[src/design/gtmt_ram.sv]
module gtmt_ram #(
    parameter int WIDTH = 8,
    parameter int DEPTH = 64
) (
    input  logic                     i_clk,
    input  logic                     i_we,
    input  logic [$clog2(DEPTH)-1:0] i_waddr,
    input  logic [WIDTH-1:0]         i_wdata,
    input  logic [$clog2(DEPTH)-1:0] i_raddr,
    output logic [WIDTH-1:0]         o_rdata
);
    logic [WIDTH-1:0] r_mem [DEPTH];
    logic [WIDTH-1:0] r_rdata;

    always_ff @(posedge i_clk) begin
        if (i_we) begin
            r_mem[i_waddr] <= i_wdata;
        end
        r_rdata <= r_mem[i_raddr];
    end

    assign o_rdata = r_rdata;
endmodule

[config.mk]
export PLATFORM = sky130hd
export DESIGN_NAME = gtmt_ram
export DESIGN_NICKNAME = d
export VERILOG_FILES = /design/src/design/gtmt_ram.sv
export SDC_FILE = /design/constraint.sdc
export NUM_CORES = 1
export LEC_CHECK = 0
export ABC_CLOCK_PERIOD_IN_PS = 2050
export BUFFER_PORTS_ARGS = -buffer_cell sky130_fd_sc_hd__buf_2
export CORE_ASPECT_RATIO = 1.5
export CORE_MARGIN = 3
export CORE_UTILIZATION = 40
export DETAILED_ROUTE_END_ITERATION = 8
export PLACE_DENSITY_LB_ADDON = 0.12
export SLEW_MARGIN = 20
export SYNTH_ARGS = -nofsm -noshare
export SYNTH_HDL_FRONTEND = slang
export SYNTH_SLANG_ARGS = --single-unit
[constraint.sdc]
create_clock -name i_clk -period 2.05 [get_ports i_clk]
set_clock_uncertainty 0.15 [all_clocks]
set_input_delay 0 -clock i_clk [delete_from_list [all_inputs] [get_ports i_clk]]
set_output_delay 0 -clock i_clk [all_outputs]
set_load 0.02 [all_outputs]
# [After elaboration in Yosys (flattened, before gate mapping)]
# Memories as Yosys holds them, arrays and structs flattened. A register that Yosys moved wholly into a read port is not among the register bits.
# Cells that the tools add are included.
[word_totals] ff_bits=0 ramBits=512 inputBits=22 elab_cells=3 n_memories=1
[classes] mux=2
[mem_list] name="r_mem" words=64 word_bits=8 read_ports=1 rd_ports_with_merged_regs=1 wr=1 line="12" text="logic [WIDTH-1:0] r_mem [DEPTH];"
[ops] cell="1-bit 2-to-1 mux" n=2

# [Depth between registers and ports, before layout]
# Gate-level depths: netlist (run 1).
[depth] word_depth=2 ltp_mapped=9 ltp_nobuf=5

# [Least setup slack after synthesis (run 1)]
# OpenSTA, ideal clock, no wires.
[synth_timing] kind="flip-flop to flip-flop" start="memory r_mem[29][4]" end="register r_rdata[4] (netlist: o_rdata[4]) (read register of r_mem)" setup_ns=0.132 t_arrival_ns=1.560 required_time_ns=1.768 slack_ns=0.208 path_stages_with_launch=6 path_buffers=0 period_less_slack_ns=1.842 path_cell_list="edfxtp_1 mux4_2 mux2_2 o221a_2 nor3_1 o32ai_1"
[synth_rtl] item="from (decl)" line="12"
[synth_rtl] item="to (decl)" line="13" text="logic [WIDTH-1:0] r_rdata;"

==> flow_metrics.py, run 1 <==
metrics = {
    "outcome": {
        "status": "finished with violations",
        "violations": "hold timing, setup timing",
    },
    "synth": {
        "synth.distinct_cells": 40,
        "yosysTopAreaCellShare": 0.762,
        "synth_area_sq_um": 20200,
        "synthArstFlopShare": 0,
        "netlist_top_cells_count": "512 x edfxtp_1, 126 x mux4_2, 83 x nor2_1",
        "postSynthCellCount": 940,
        "synth_ff_type": "edfxtp_1",
        "ys_ff_latch": 520,
        "yosysTopAreaCell": "edfxtp_1",
        "synth_area_per_cell_sq_um": 21.5,
        "synth_area_leaders": "edfxtp_1 76%, mux4_2 14%, nor2_1 1.5%",
        "synth_nets": 962,
        "yosysSeqAreaShare": 0.770,
        "synth.most_common_cell": "edfxtp_1",
        "synth-edff-count": 512,
        "ys.warnings.count": 0,
    },
    "worst_setup_path": {
        "endpoint": "o_rdata[6]$_DFF_P_",
        "worst_setup_path_end_kind": "flip-flop",
        "path_max_fanout": 1,
        "rr_worst_depth": 5,
        "reg2reg_to": "o_rdata[6]$_DFF_P_",
        "worstSetupStartpointType": "flip-flop",
        "cp-startpoint": "r_mem[29][6]$_DFFE_PP_",
        "r2r-start": "r_mem[29][6]$_DFFE_PP_",
        "cp.arrival_ps": 2340,
        "worstPathRequired_ps": 2340,
        "setup.worst_path.class": "flip-flop to flip-flop",
        "rrSetupSlack_ps": -0.8,
    },
    "drt": {
        "wl_mm": 49.7,
        "met2WireLength_mm": 27.1,
        "wire_per_inst_um": 27.2,
        "drt-met1-wl_mm": 19.9,
        "dr.pass1.iters": 4,
        "wl_met3_mm": 1.57,
        "avgViaCountPerCell": 5.39,
        "drt-initial-drc-count": 823,
        "drc_errors": 0,
        "ant_nets": 0,
        "highest_layer": "met4",
        "vias": 9851,
    },
    "sta": {
        "setup_viol": 1,
        "hold_slack_ps": -222,
        "period_share": 1.00,
        "finalHoldViolCount": 8,
        "setup_ws_ps": -0.797,
        "slew_viol_final": 0,
        "fmax_mhz": 488,
        "setup_tns_ps": -0.797,
        "final.min_clock_period_ps": 2050,
        "worst_slew_pin_slew_ps": 717,
        "grt_setup_unrepaired": "yes",
        "relSlewSlack": 0.522,
    },
    "clock_tree": {
        "hold_buffers": 16,
        "cts_tree": "done",
        "numClockSinks": 520,
        "cts_made_buffers": 48,
        "cts-root-buf": "clkbuf_16",
        "htree_levels": 2,
        "clk_pin_slew_ps": 60,
        "cts_setup_buffers": 0,
        "insertion_delay_ps": 570,
        "clock_path_buffers": 3,
    },
    "floorplan": {
        "initial_core_util": 0.405,
        "io_pins": 30,
        "fp-row-count": 100,
        "coreArea_sq_um": 49800,
        "die_w_um": 189,
        "die_y_um": 281,
        "die-area_sq_um": 53200,
    },
    "power": {
        "p_leak_uw": 0.00771,
        "vdd_drop_max_v": 0.000612,
        "power_density_nw_per_um2": 905,
        "power.total_uw": 21600,
    },
    "finish": {
        "fin_area_sq_um": 23900,
        "final_nets": 1151,
        "drive_gt1_frac": 0.332,
        "areaGrowthSynthToFinish_pct": 18.5,
        "n_antenna_cell": 0,
    },
    "grt": {
        "grt_pass1_wl_mm": 72.6,
        "overflow": 0,
        "grt_pass1_vias": 10400,
        "grt_max_degree": 65,
        "antenna_found_initial": 0,
        "grt_usage": 0.190,
    },
    "min_path": {
        "worst_hold_path_type": "input port to flip-flop",
        "min_from": "i_raddr[5]",
    },
    "placed_design": {
        "numPortBuffers": 29,
        "dpl-instance-area_sq_um": 22200,
        "hpwl_mm": 33.5,
        "routabilityCongestion": 0.795,
        "pre_cts_slack_ps": -368,
    },
    "run": {
        "max_cap_violations": 0,
    },
}
-- worst max-delay path, cell delays in order, from the launching register on --
cell and delay [ps]:
edfxtp_1 360, mux4_2 480, mux2_2 300, o221a_2 300, nor3_4 220, o32ai_1 130
-- through the flow --
stage	hold WS [ps]	instances	utilization
after floorplan	-51.1	940	-
after global placement	324	1726	0.446
after detailed placement	327	1726	0.446
after CTS	-264	1829	0.479
after global routing	-226	1829	0.480
final	-222	1829	0.480
-- report_power, final --
part	total (uW)	switching [uW]	internal, uW
clock	8510	3770	4740
combinational	1310	753	561
sequential	11800	39.2	11800
total	21600	4560	17100
-- layout by cell type, fill, tap and decap left out, drive strengths merged, types with 13 or more instances in the layout --
cell | Yosys | routed
buf | 34 | 173
clkbuf | 17 | 58
clkinv | 0 | 24
dlygate4sd3 | 0 | 16
edfxtp | 512 | 512
mux2 | 13 | 13
mux2i | 23 | 23
mux4 | 126 | 126
nand2 | 19 | 19
nand3 | 13 | 13
nor2 | 83 | 83
nor2b | 14 | 14
-- cell families (layout without fill, tap and decap cells) --
| family | count (synthesis) | count (layout) | synth area share |
|---|---|---|---|
| multiplexers | 162 | 162 | 0.159 |
| flip-flops | 520 | 520 | 0.770 |
| AO/OA/AOI/OAI | 54 | 54 | 0.0207 |
| AND/OR/NAND/NOR | 153 | 153 | 0.0339 |
| buffers and inverters | 51 | 277 | 0.0157 |
-- state kept, by name, indices dropped and copies added (netlist names) --
signal and cells:
r_mem 512, o_rdata 8
-- cell type report --
type / instances / area, sq um
Sequential cell: 520 / 15500
Tap cell: 663 / 830
Timing Repair Buffer: 190 / 1670
Clock inverter: 30 / 216
Fill cell: 4242 / 25900
Multi-Input combinational cell: 369 / 4380
Clock buffer: 57 / 1260
-- repair_timing --
action | in CTS | in global routing
pin swaps | 2 | 0
gates resized for setup | 11 | 2
endpoints found under the setup margin | 5 | 3
endpoints found under the hold margin | 384 | 8
-- metal layers --
metal | vias up | global-route usage
met4 | 0 | 0.0489
met2 | 184 | 0.351
li1 | 4302 | -
met5 | - | 0
met1 | 5301 | 0.238
met3 | 64 | 0.0225
-- worst min path at each step --
stage	slack, ps	depth (start not counted)	end
floorplan	-50	0	r_mem[0][0]$_DFFE_PP_
global placement	320	3	o_rdata[6]$_DFF_P_
detailed placement	330	1	o_rdata[2]
CTS	-260	3	o_rdata[4]$_DFF_P_
global route	-230	3	o_rdata[4]$_DFF_P_
finish	-220	3	o_rdata[4]$_DFF_P_
Note: power is estimated with default switching activity, not from simulation.
==> run 2, diff against run 1 <==
--- a/config.mk
+++ b/config.mk
@@ -5,13 +5,14 @@
 export SDC_FILE = /design/constraint.sdc
 export NUM_CORES = 1
 export LEC_CHECK = 0
-export ABC_CLOCK_PERIOD_IN_PS = 2050
+export ABC_CLOCK_PERIOD_IN_PS = 2200
 export BUFFER_PORTS_ARGS = -buffer_cell sky130_fd_sc_hd__buf_2
 export CORE_ASPECT_RATIO = 1.5
 export CORE_MARGIN = 3
 export CORE_UTILIZATION = 40
 export DETAILED_ROUTE_END_ITERATION = 8
 export PLACE_DENSITY_LB_ADDON = 0.12
+export RECOVER_POWER = 25
 export SLEW_MARGIN = 20
 export SYNTH_ARGS = -nofsm -noshare
 export SYNTH_HDL_FRONTEND = slang
==> constraint.sdc (replaced) <==
create_clock -name i_clk -period 2.2 [get_ports i_clk]
set_clock_uncertainty 0.15 [all_clocks]
set_input_delay 0 -clock i_clk [delete_from_list [all_inputs] [get_ports i_clk]]
set_output_delay 0 -clock i_clk [all_outputs]
set_load 0.02 [all_outputs]
==> run 2 against run 1 <==
The flow finishes with violations (capacitance limit, slew limit). Final cell count rose by 0.22%. Largest cell class unchanged. Sequential power shrank 7%. Setup slack improved by 40 ps. Global-route usage is essentially flat. Highest routed layer unchanged. Non-clock buffer count is 5 higher. First-iteration DRC count down 1.8%.
==> flow_metrics.py, run 2 (synthesized netlist as in run 1, its figures left out) <==
metrics = {
    "outcome": {
        "status": "finished with violations",
        "violations": "capacitance limit, slew limit",
    },
    "clock_tree": {
        "clk_pin_slew_ps": 60,
        "cts_setup_buffers": 0,
        "cts-root-buf": "clkbuf_16",
        "cts_tree": "done",
        "htree_levels": 2,
        "numClockSinks": 520,
        "cts_made_buffers": 47,
        "clock_path_buffers": 3,
        "insertion_delay_ps": 570,
    },
    "worst_setup_path": {
        "max_stage_delay_ps": 490,
        "critical-path-slowest-cell": "mux4_2",
        "cpLargestDelayFamily": "multiplexers",
        "critPathBufInv": 0,
        "setup.worst_path.class": "flip-flop to flip-flop",
        "worstPathRequired_ps": 2480,
        "worstSetupStartpointType": "flip-flop",
        "worst_setup_path_end_kind": "flip-flop",
        "path_max_fanout": 1,
        "crit_path_cell_trace": "mux4_2, mux2_2, o221a_2, nor3_2, o32ai_1",
        "cp.arrival_ps": 2440,
    },
    "finish": {
        "areaGrowthSynthToFinish_pct": 18.1,
        "final_nets": 1155,
        "nFillCells": 4239,
        "layout_common_cells": "512 x edfxtp_1, 132 x buf_4, 126 x mux4_2",
        "top_register": "r_mem",
        "drive_gt1_frac": 0.327,
        "fin_util": 0.478,
        "mostFrequentLayoutCell": "edfxtp_1",
        "largest_reg_flops": 512,
        "n_antenna_cell": 0,
    },
    "drt": {
        "drc_errors": 0,
        "wl_mm": 49.6,
        "drt-initial-drc-count": 808,
        "vias": 9947,
        "wire_per_inst_um": 27.1,
        "avgViaCountPerCell": 5.43,
        "ant_nets": 0,
        "dr.pass1.iters": 5,
    },
    "power": {
        "combPwrFrac": 0.058,
        "p_leak_uw": 0.00770,
        "p_clk_frac": 0.409,
        "p_switching_uw": 4290,
        "p_int_uw": 16300,
        "seqPwrFrac": 0.533,
        "vdd_drop_max_v": 0.000509,
        "switching_share": 0.208,
        "power_density_nw_per_um2": 866,
    },
    "grt": {
        "overflow": 0,
        "grt_usage": 0.190,
        "grt_max_degree": 65,
        "grt_pass1_vias": 10600,
        "antenna_found_initial": 1,
        "grt_pass1_wl_mm": 73.2,
    },
    "sta": {
        "fmax_mhz": 463,
        "relSlewSlack": -0.119,
        "setup_tns_ps": 0,
        "hold_slack_ps": 45.4,
        "grt_setup_unrepaired": "no",
        "slew_viol_final": 32,
        "period_share": 0.982,
        "worst_slew_pin_slew_ps": 1680,
        "setup_viol": 0,
        "finalHoldViolCount": 0,
        "final.min_clock_period_ps": 2160,
    },
    "run": {
        "max_cap_violations": 1,
    },
    "floorplan": {
        "die-area_sq_um": 53200,
        "initial_core_util": 0.405,
        "io_pins": 30,
        "die_w_um": 189,
        "die_y_um": 281,
        "fp-row-count": 100,
        "coreArea_sq_um": 49800,
    },
    "min_path": {
        "worst_hold_path_type": "input port to flip-flop",
    },
    "placed_design": {
        "routabilityCongestion": 0.803,
        "hpwl_mm": 33.5,
        "numPortBuffers": 29,
    },
}
-- run 2: changes by cell type in the layout (fill, tap and decap cells not counted), sizes merged --
| cell | before | now |
|---|---|---|
| clkbuf | 58 | 79 |
| dlygate4sd3 | 16 | 13 |
| clkinv | 24 | 18 |
| inv | 2 | 1 |
| bufinv | 3 | 6 |
| buf | 173 | 163 |
-- run 2: per-layer routing --
layer,track usage,routed length [um],vias up
li1,-,-,4314
met1,0.237,19600,5338
met2,0.352,27100,229
met3,0.0197,1720,66
met4,0.0522,1210,0
met5,0,0,-
-- run 2: area by class of cell --
type                    instances  area (sq um)  share of cell area
clock buffers                  60          1300              0.0544
clock inverters                26           290              0.0122
multi-input cells             369          4320               0.181
flip-flops and latches        520         15500               0.652
well taps                     663           830              0.0348
repair buffers                195          1550              0.0649
-- run 2: power groups by stage --
stage,combinational [uW],sequential (uW),clock [uW]
floorplan,584,11200,0
global placement,1200,11200,0
detailed placement,1210,11200,0
CTS,1230,11000,8650
global route,1280,11000,9000
finish,1190,11000,8440
-- run 2: repair_timing --
item / CTS / global route
gates resized for setup: 1 / 0
setup endpoints to repair: 1 / 0
hold buffers: 13 / 0
hold endpoints to repair: 391 / 0
-- run 2: final timing paths --
| kind | end | cells after the start | slack, ps | start |
|---|---|---|---|---|
| min reg2reg | o_rdata[2]$_DFF_P_ | 4 | 720 | r_mem[18][2]$_DFFE_PP_ |
| min | r_mem[35][5]$_DFFE_PP_ | 5 | 50 | i_waddr[0] |
| max | o_rdata[6]$_DFF_P_ | 5 | 40 | r_mem[21][6]$_DFFE_PP_ |
| max reg2reg | o_rdata[6]$_DFF_P_ | 5 | 40 | r_mem[21][6]$_DFFE_PP_ |
-- run 2: metrics by stage --
stage          worst slack (ps)  cell area, sq um  total power (uW)  instances
6_report                   39.1             23800             20600       1833
5_1_grt                    3.65             23800             21300       1833
4_1_cts                    68.9             23900             20900       1833
3_5_place_dp               -177             22200             12400       1734
3_3_place_gp               -221             22200             12400       1734
2_1_floorplan               358             20200             11800        940
-- run 2: worst min-delay path, delay by kind of cell --
kind	cells	cell delay (ps)
AND/OR/NAND/NOR	2	140
buffers and inverters	3	430
